[config.mk]
export PLATFORM = sky130hd
export DESIGN_NAME = fraction_add_sub_reduce
export DESIGN_NICKNAME = d
export VERILOG_FILES = /design/src/fas_pkg.sv /design/src/fas_div.sv /design/src/fraction_add_sub_reduce.sv
export SDC_FILE = /design/constraint.sdc
export NUM_CORES = 2
export LEC_CHECK = 0
export ABC_AREA = 0
export BUFFER_PORTS_ARGS = -buffer_cell sky130_fd_sc_hd__buf_2
export CELL_PAD_IN_SITES_DETAIL_PLACEMENT = 0
export CELL_PAD_IN_SITES_GLOBAL_PLACEMENT = 1
export CORE_UTILIZATION = 46
export DETAILED_ROUTE_END_ITERATION = 6
export HOLD_SLACK_MARGIN = 0.08
export PLACE_DENSITY_LB_ADDON = 0.3
export SETUP_SLACK_MARGIN = 0.1
export SYNTH_ARGS = -nofsm -noshare
export SYNTH_HDL_FRONTEND = slang
export SYNTH_HIERARCHICAL = 1
export SYNTH_SLANG_ARGS = --single-unit
[constraint.sdc]
create_clock -name clk -period 7.7 [get_ports clk]
set_clock_uncertainty 0.1 [all_clocks]
set_input_delay 1.925 -clock clk [delete_from_list [all_inputs] [get_ports clk]]
set_output_delay 1.925 -clock clk [all_outputs]
set_load 0.1 [all_outputs]
[src/fas_pkg.sv]
// shared types and constants for the fraction add/sub/reduce block
package fas_pkg;

  localparam int OPERAND_WIDTH_DEF = 16;

  // sequencer states
  typedef enum logic [3:0] {
    ST_IDLE,
    ST_MUL0,
    ST_MUL1,
    ST_MUL2,
    ST_LOAD,
    ST_REM_GO,
    ST_REM_WAIT,
    ST_QN_GO,
    ST_QN_WAIT,
    ST_QD_GO,
    ST_QD_WAIT
  } fas_state_t;

endpackage

[src/fas_div.sv]
// shared unsigned restoring divider, one quotient bit per cycle
module fas_div
  import fas_pkg::*;
#(
  parameter int MAG_WIDTH = 2 * OPERAND_WIDTH_DEF
) (
  input  logic                 clk,
  input  logic                 rst_n,
  input  logic                 start,
  input  logic [MAG_WIDTH-1:0] dividend,
  input  logic [MAG_WIDTH-1:0] divisor,
  output logic                 done,
  output logic [MAG_WIDTH-1:0] quotient,
  output logic [MAG_WIDTH-1:0] remainder
);

  localparam int CntW = $clog2(MAG_WIDTH);
  localparam logic [CntW-1:0] LastCnt = CntW'(MAG_WIDTH - 1);

  logic                 busy_r;
  logic                 done_r;
  logic [CntW-1:0]      cnt_r;
  logic [MAG_WIDTH-1:0] rem_r;
  logic [MAG_WIDTH-1:0] quo_r;
  logic [MAG_WIDTH-1:0] dvs_r;

  logic [MAG_WIDTH:0]   shifted;
  logic [MAG_WIDTH:0]   diff;
  logic                 fits;
  logic [MAG_WIDTH-1:0] rem_nxt;
  logic [MAG_WIDTH-1:0] quo_nxt;

  // one shift-subtract step
  always_comb begin
    shifted = {rem_r, quo_r[MAG_WIDTH-1]};
    diff    = shifted - {1'b0, dvs_r};
    fits    = !diff[MAG_WIDTH];
    rem_nxt = fits ? diff[MAG_WIDTH-1:0] : shifted[MAG_WIDTH-1:0];
    quo_nxt = {quo_r[MAG_WIDTH-2:0], fits};
  end

  // control
  always_ff @(posedge clk) begin
    if (!rst_n) begin
      busy_r <= 1'b0;
      done_r <= 1'b0;
      cnt_r  <= '0;
    end else begin
      done_r <= 1'b0;
      if (start) begin
        busy_r <= 1'b1;
        cnt_r  <= '0;
      end else if (busy_r) begin
        cnt_r <= cnt_r + 1'b1;
        if (cnt_r == LastCnt) begin
          busy_r <= 1'b0;
          done_r <= 1'b1;
        end
      end
    end
  end

  // datapath: quotient shifts in where the dividend shifts out
  always_ff @(posedge clk) begin
    if (start) begin
      rem_r <= '0;
      quo_r <= dividend;
      dvs_r <= divisor;
    end else if (busy_r) begin
      rem_r <= rem_nxt;
      quo_r <= quo_nxt;
    end
  end

  assign done      = done_r;
  assign quotient  = quo_r;
  assign remainder = rem_r;

endmodule

[src/fraction_add_sub_reduce.sv]
// Fraction add/subtract with Euclid reduction on one shared iterative divider.
// After accept the sequencer runs MUL0-MUL2 and LOAD, then k >= 1 Euclid remainder
// steps (each one divider pass), then the numerator and denominator quotient passes.
// One word at a time: busy drops in the cycle out_valid shows, so a new word is only
// taken in or after that cycle; the shared divider makes one quotient bit per cycle.
// Reset (rst_n low, synchronous) returns to idle and clears out_valid; no stall.
module fraction_add_sub_reduce
  import fas_pkg::*;
#(
  parameter int OPERAND_WIDTH = OPERAND_WIDTH_DEF
) (
  input  logic                            clk,
  input  logic                            rst_n,
  input  logic                            start,
  output logic                            busy,
  input  logic                            in_req_type,
  input  logic signed [OPERAND_WIDTH-1:0] in_a_num,
  input  logic signed [OPERAND_WIDTH-1:0] in_a_den,
  input  logic signed [OPERAND_WIDTH-1:0] in_b_num,
  input  logic signed [OPERAND_WIDTH-1:0] in_b_den,
  output logic                            out_valid,
  output logic signed [2*OPERAND_WIDTH-1:0] out_res_num,
  output logic signed [2*OPERAND_WIDTH-2:0] out_res_den
);

  localparam int W  = OPERAND_WIDTH;
  localparam int MW = 2 * W;       // magnitude width
  localparam int NW = 2 * W + 1;   // signed working width

  fas_state_t state_r, state_nxt;

  logic                 sub_r;
  logic signed [W-1:0]  an_r, ad_r, bn_r, bd_r;
  logic signed [MW-1:0] prod_r;
  logic signed [NW-1:0] acc_r;
  logic signed [NW-1:0] x_r, y_r;
  logic signed [MW-1:0]   res_num_r;
  logic signed [MW-2:0]   res_den_r;
  logic                 out_valid_r;

  logic                 accept;
  logic signed [W-1:0]  mul_a, mul_b;
  logic signed [MW-1:0] prod_c;
  logic signed [NW-1:0] prod_ext;
  logic signed [NW-1:0] dvd_val;
  logic                 dvd_neg, dvs_neg;
  logic signed [NW-1:0] dvd_abs, dvs_abs;
  logic                 div_start;
  logic                 div_done;
  logic [MW-1:0]        div_quo, div_rem;
  logic signed [NW-1:0] rem_s, quo_s;

  assign accept   = start && (state_r == ST_IDLE);
  assign prod_ext = {prod_r[MW-1], prod_r};

  // shared multiplier, registered into prod_r
  assign prod_c = mul_a * mul_b;

  // divider operands: divisor is always the current Euclid divisor
  always_comb begin
    case (state_r)
      ST_QN_GO, ST_QN_WAIT: dvd_val = acc_r;
      ST_QD_GO, ST_QD_WAIT: dvd_val = prod_ext;
      default:              dvd_val = x_r;
    endcase
    dvd_neg = dvd_val[NW-1];
    dvs_neg = y_r[NW-1];
    dvd_abs = dvd_neg ? -dvd_val : dvd_val;
    dvs_abs = dvs_neg ? -y_r : y_r;
  end

  // signed results, truncated toward zero
  always_comb begin
    rem_s = dvd_neg ? -NW'({1'b0, div_rem}) : NW'({1'b0, div_rem});
    quo_s = (dvd_neg ^ dvs_neg) ? -NW'({1'b0, div_quo}) : NW'({1'b0, div_quo});
  end

  fas_div #(
    .MAG_WIDTH(MW)
  ) u_div (
    .clk       (clk),
    .rst_n     (rst_n),
    .start     (div_start),
    .dividend  (dvd_abs[MW-1:0]),
    .divisor   (dvs_abs[MW-1:0]),
    .done      (div_done),
    .quotient  (div_quo),
    .remainder (div_rem)
  );

  // next state
  always_comb begin
    state_nxt = state_r;
    case (state_r)
      ST_IDLE:     if (start) state_nxt = ST_MUL0;
      ST_MUL0:     state_nxt = ST_MUL1;
      ST_MUL1:     state_nxt = ST_MUL2;
      ST_MUL2:     state_nxt = ST_LOAD;
      ST_LOAD:     state_nxt = ST_REM_GO;
      ST_REM_GO:   state_nxt = ST_REM_WAIT;
      ST_REM_WAIT: begin
        if (div_done) state_nxt = (rem_s == '0) ? ST_QN_GO : ST_REM_GO;
      end
      ST_QN_GO:    state_nxt = ST_QN_WAIT;
      ST_QN_WAIT:  if (div_done) state_nxt = ST_QD_GO;
      ST_QD_GO:    state_nxt = ST_QD_WAIT;
      ST_QD_WAIT:  if (div_done) state_nxt = ST_IDLE;
      default:     state_nxt = ST_IDLE;
    endcase
  end

  // sequencer outputs
  always_comb begin
    busy      = (state_r != ST_IDLE);
    div_start = 1'b0;
    mul_a     = an_r;
    mul_b     = bd_r;
    case (state_r)
      ST_MUL1: begin
        mul_a = ad_r;
        mul_b = bn_r;
      end
      ST_MUL2: begin
        mul_a = ad_r;
        mul_b = bd_r;
      end
      ST_REM_GO, ST_QN_GO, ST_QD_GO: div_start = 1'b1;
      default: ;
    endcase
  end

  // control registers
  always_ff @(posedge clk) begin
    if (!rst_n) begin
      state_r     <= ST_IDLE;
      out_valid_r <= 1'b0;
    end else begin
      state_r     <= state_nxt;
      out_valid_r <= (state_r == ST_QD_WAIT) && div_done;
    end
  end

  // datapath registers
  always_ff @(posedge clk) begin
    case (state_r)
      ST_IDLE: begin
        if (accept) begin
          sub_r <= in_req_type;
          an_r  <= in_a_num;
          ad_r  <= (in_a_den == '0) ? W'(1) : in_a_den;
          bn_r  <= in_b_num;
          bd_r  <= (in_b_den == '0) ? W'(1) : in_b_den;
        end
      end
      ST_MUL0: prod_r <= prod_c;
      ST_MUL1: begin
        acc_r  <= prod_ext;
        prod_r <= prod_c;
      end
      ST_MUL2: begin
        acc_r  <= sub_r ? (acc_r - prod_ext) : (acc_r + prod_ext);
        prod_r <= prod_c;
      end
      ST_LOAD: begin
        x_r <= acc_r;
        y_r <= prod_ext;
      end
      ST_REM_WAIT: begin
        if (div_done && (rem_s != '0)) begin
          x_r <= y_r;
          y_r <= rem_s;
        end
      end
      ST_QN_WAIT: if (div_done) res_num_r <= quo_s[MW-1:0];
      ST_QD_WAIT: if (div_done) res_den_r <= quo_s[MW-2:0];
      default: ;
    endcase
  end

  assign out_valid   = out_valid_r;
  assign out_res_num = res_num_r;
  assign out_res_den = res_den_r;

endmodule

# Yosys cells after proc, flatten, opt, wreduce, memory -nomap -nowiden
# Cells that the tools add are included.
# Widths: inputs -> output; s select.
totals:
  output_inout_bits: 65
  ff_bits: 367
  wordCells: 99
  input_bits: 68
classes:
  reduce_logical: 25
  n_eq_ne: 16
  n_mul: 1
  add_sub_neg: 8
  muxes: 27
  n_bitwise: 3
op_table:
  columns: ["cell", "count"]
  rows:
  - ["$pmux 33 s2", 4]
  - ["$mux 32", 6]
  - ["$mux 33", 4]
  - ["$neg 32->32", 3]
  - ["$sub 33x32->33", 2]
  - ["$pmux 4 s11", 1]
  - ["$add 33x32->33", 1]
  - ["$logic_not 33->1", 1]
  - ["$neg 32->33", 1]
  - ["$reduce_bool 33->1", 1]
  - ["$logic_not 16->1", 2]
  - ["$mul 16x16->32", 1]
  - ["$mux 16", 2]
  - ["$eq 4x3->1 const B", 4]
  - ["$mux 4", 4]
  - ["$eq 4x4->1 const B", 3]
  - ["$reduce_or 3->1", 3]
  - ["$eq 4x2->1 const B", 2]
  - ["$reduce_and 2->1", 4]
  - ["$reduce_or 2->1", 4]
  - ["$ne 2x1->1 const B", 3]
  - ["$reduce_bool 2->1", 3]
  - ["$add 5x1->5 const B", 1]
  - ["$eq 5x5->1 const B", 1]
  - ["11 further kinds", 19]

# Depth between registers and ports, before layout
logic_depth:
  ltp_word: 8
  mapped_depth: 30
  depth_no_buf: 25

# Hierarchy
# The synthesis kept the hierarchy.
modules_own_cells:
  columns: ["mod", "instances", "cells_each", "seq_area_each_um2", "area_per_inst_um2"]
  rows:
  - ["fraction_add_sub_reduce", 1, 2706, 7877.6, 25943.6]
  - ["fas_div", 1, 558, 2702.6, 5825.6]

# Worst setup path after synthesis
# No wires, ideal clock.
synth_path:
  path_type: "flip-flop to flip-flop"
  startpoint: "register state_r[2]"
  endpoint: "register prod_r[31] (data pin)"
  t_required_ns: 7.340
  period_less_slack_ns: 8.054
  setup_ns: 0.260
  arrival_time_ns: 7.694
  path_buffers: 4
  stages_incl_launch_ff: 27
  slack_ns: -0.354
  cell_sequence: "dfxtp_1 buf_2 buf_1 nor3_1 clkbuf_1 buf_2 mux2i_1 nor2_1 fa_1 inv_1 fa_1 fa_1 inv_1 fa_1 fa_1 inv_1 fa_1 inv_1 ha_1 a21o_1 a221o_1 o21ai_0 a31oi_1 a211oi_1 o31ai_1 a21oi_1 xnor2_1"
synth_between:
  elab_chain_cells: 4
  word_cells_on_any_way: 6
  cone_classes: "mul: 1; eq/ne: 2; mux: 2; reduce/logical: 1"
synth_rtl:
  columns: ["element", "line_no", "text"]
  rows:
  - ["start: declaration", "fraction_add_sub_reduce.sv:30", "fas_state_t state_r, state_nxt;"]
  - ["start signal: assignment", "fraction_add_sub_reduce.sv:138", "state_r <= state_nxt;"]
  - ["$eq 4x2->1", "fraction_add_sub_reduce.sv:118", "case (state_r)"]
  - ["$reduce_or 2->1 (no line)", null, null]
  - ["$mux 16", "fraction_add_sub_reduce.sv:118", null]
  - ["$mul 16x16->32 *", "fraction_add_sub_reduce.sv:57", "assign prod_c = mul_a * mul_b;"]
  - ["named net prod_c[31]", "fraction_add_sub_reduce.sv:43", "logic signed [MW-1:0] prod_c;"]
  - ["end signal: assignment", "fraction_add_sub_reduce.sv:155", "ST_MUL0: prod_r <= prod_c;"]
  - ["end signal: assignment", "fraction_add_sub_reduce.sv:158", "prod_r <= prod_c;"]
  - ["end signal: assignment", "fraction_add_sub_reduce.sv:162", "prod_r <= prod_c;"]
  - ["end: declaration", "fraction_add_sub_reduce.sv:34", "logic signed [MW-1:0] prod_r;"]
# Mark *: on every way through the listed nets, which the timed path passes. The rest lies on a longest branch.
# A chain may end at the register's enable or synchronous reset.

# Final worst setup path
# Ends and elaborated chain as after synthesis.

==> results.cfg <==
[clocking]
holdBufCountCts = 0
clk_latency_ps = 600
cts_made_buffers = 43
cts_tree = done
cts_setup_buffers = 0
cts_buffer_depth = 3
cts-root-buf = clkbuf_16
cts_htree_levels = 2
cts_sinks = 367
cts.clk_slew.worst_paths_ps = 60

[floorplan]
initial_core_util = 0.469
die_w_um = 265
io_pins = 133
core_area_sq_um = 67800
die_area_sq_um = 70100
die_h_um = 265
fp-row-count = 95

[sta]
tns_ps = 0
finalSetupViolations = 0
hold_violations = 0
min_period_ps = 7250
setup_ws_ps = 449
final_max_slew_viol_count = 0
worst_slew_pin_slew_ps = 1110
post-route-period-util = 0.942
max_freq_ghz = 0.138
rsz0062_at_grt = false
worst_slew_margin_rel = 0.255

[placed_design]
routabilityCongestion = 0.964
hpwl_um = 68400
dp_slack_ps = 445
dpl_cell_area_sq_um = 33500
port_buffers = 132

[drt]
vias_per_cell = 5.63
drc = 0
wl_per_cell_um = 20.2
drt_pre_antenna_iters = 5
drt_iter0_markers = 1644
wirelength_um = 85900
postRouteAntennaNets = 0
num_vias = 23900

[logic_synthesis]
ys_warn_count = 6
synth_nets = 3749
synthCells = 3264
async_reset_ff_frac = 0
ys_seq_area_frac = 0.333
avgSynthCellArea_sq_um = 9.73
ys_types = 91
synth_edf_count = 323
ys_seq_elements = 367
ys.flop_type = edfxtp_1
synthesis.area_sq_um = 31800

[global_routing]
grt_max_degree = 93
track_usage = 0.247
use_met1 = 0.300
grt-ovfl-total = 0
grt_pass1_vias = 24700
grt_use_met2 = 0.448
grt_pass1_wl_um = 136000
use_met3 = 0.0239
busiest_layer = met2
antenna_found_initial = 3

[finish]
fillers = 6170
final_cell_mix = nand2_1 (387), inv_1 (369), edfxtp_1 (323)
syn2layout_area_growth_pct = 10.4
design_area_sq_um = 35100
antenna_cells = 0
drive_above_1_share = 0.115
layout_commonest_cell = nand2_1
nets = 3829

[hold_path]
hp-class = reg2reg

[setup_path]
cpMaxStageDelayCell = fa_1
required_ps = 7920
worstSetupStartpointType = register
crit_type = reg2reg
cp_max_fo = 25
cp_common_cell = fa_1
cpPeakStageDelay_ps = 570
end_kind = register
path_cells = nor2_1 -> and3_1 -> buf_12 -> mux2_2 -> buf_4 -> nand2_1 -> fa_1 -> inv_1 -> fa_1 -> fa_1 -> fa_1 -> fa_1 -> inv_1 -> fa_1 -> inv_1 -> ha_1 -> and3_1 -> a221o_1 -> o21ai_0 -> a31oi_2 -> a211oi_2 -> o31ai_1 -> a21oi_1 -> xnor2_1
arrival_ps = 7470

[status]
status = finished clean

[run]
drv_cap = 0
## flip-flops by register name, summed over array words and instances (netlist names)
register / flops
x_r: 33
state_r: 4
prod_r: 32
acc_r: 33
u_div/cnt_r: 5
u_div/done: 1
out_res_den: 31
out_valid: 1
u_div/remainder: 32
sub_r: 1
out_res_num: 32
u_div/dvs_r: 32
bd_r: 16
y_r: 33
an_r: 16
u_div/busy_r: 1
bn_r: 16
ad_r: 16
u_div/quotient: 32
## worst max-delay path, delay by kind of cell (launching register included)
| family | cells | cell delay [ps] |
|---|---|---|
| compound gates | 6 | 1380 |
| buf+inv | 5 | 560 |
| mux | 1 | 350 |
| fa+ha+maj | 7 | 3350 |
| flops | 1 | 340 |
| xor+xnor | 1 | 80 |
| simple gates | 4 | 750 |
## synthesized netlist by cell type (10+ instances only)
cell type  number  share of area
a21o_1         58          0.014
nor3_1         45         0.0071
buf_1          10         0.0012
xnor2_1       176          0.049
a21oi_1       135          0.021
o211ai_1       12         0.0028
o21ai_0       138          0.022
fa_1          264           0.17
o41ai_1        14         0.0039
edfxtp_1      323           0.31
or2_2          10         0.0020
a31oi_1        29         0.0057
nor2_1        287          0.034
nand3_1        45         0.0071
a22oi_1        10         0.0024
and2_1         10         0.0020
or3_1          19         0.0037
dfxtp_1        44          0.028
a222oi_1       14         0.0044
ha_1          153          0.060
mux2i_1        70          0.022
mux2_2         63          0.022
nand2_1       388          0.046
nand2b_1       36         0.0071
nor2b_1        12         0.0024
clkbuf_1      142          0.017
nand4_1        21         0.0041
and3_1         17         0.0033
o31ai_1        33         0.0078
inv_1         369          0.044
a211oi_1       35         0.0083
buf_2          14         0.0022
xor2_1         67          0.018
or4_1          14         0.0033
nor4_1         26         0.0051
## path summary, 6_finish.rpt
check,startpoint,endpoint,slack [ps],cells past startpoint
hold / removal,u_div/cnt_r[4]$_SDFFE_PP0P_,u_div/cnt_r[4]$_SDFFE_PP0P_,410,2
setup / recovery,state_r[2]$_SDFFE_PN0P_,prod_r[31]$_DFFE_PP_,450,24
setup reg to reg,state_r[2]$_SDFFE_PN0P_,prod_r[31]$_DFFE_PP_,450,24
hold reg to reg,u_div/cnt_r[4]$_SDFFE_PP0P_,u_div/cnt_r[4]$_SDFFE_PP0P_,410,2
## cell type report
type                            instances  area (sq um)  share of cell area
Timing Repair Buffer                  206          1240              0.0354
Clock buffer                           52          1140              0.0325
Multi-Input combinational cell       2356         19200               0.548
Sequential cell                       367         10600               0.302
Clock inverter                         27           400              0.0114
Tap cell                              873          1090              0.0312
Inverter                              370          1390              0.0396
## logic make-up (layout without fill, tap and decap cells)
kind of cell / Yosys count / count (layout) / synth area share
multiplexers: 133 / 133 / 0.0444
flip-flops: 367 / 367 / 0.333
XOR/XNOR: 244 / 244 / 0.0679
buffers and inverters: 541 / 655 / 0.0653
adder cells (fa/ha/maj): 417 / 417 / 0.227
AO/OA/AOI/OAI: 590 / 590 / 0.123
AND/OR/NAND/NOR: 972 / 972 / 0.139
## per-layer routing
metal | vias to the layer above | routed length (um)
met2 | 659 | 43300
met4 | 2 | 3400
li1 | 11400 | -
met5 | - | 13
met1 | 11800 | 35600
met3 | 162 | 3660
## what timing repair did
action | CTS | global route
setup endpoints to repair | 0 | 2
resized for setup | 0 | 4
hold endpoints to repair | 0 | 0
## stage by stage
| step | utilization | hold slack [ps] | std cells |
|---|---|---|---|
| 2_1_floorplan | - | 367 | 3264 |
| 6_report | 0.517 | 414 | 4251 |
| 4_1_cts | 0.517 | 413 | 4251 |
| 3_5_place_dp | 0.494 | 403 | 4172 |
| 3_3_place_gp | 0.494 | 380 | 4172 |
| 5_1_grt | 0.517 | 468 | 4251 |
Power is left out: the tool's default activity adds up to more than one toggle a clock period on the data nets, which glitch-free logic cannot reach.
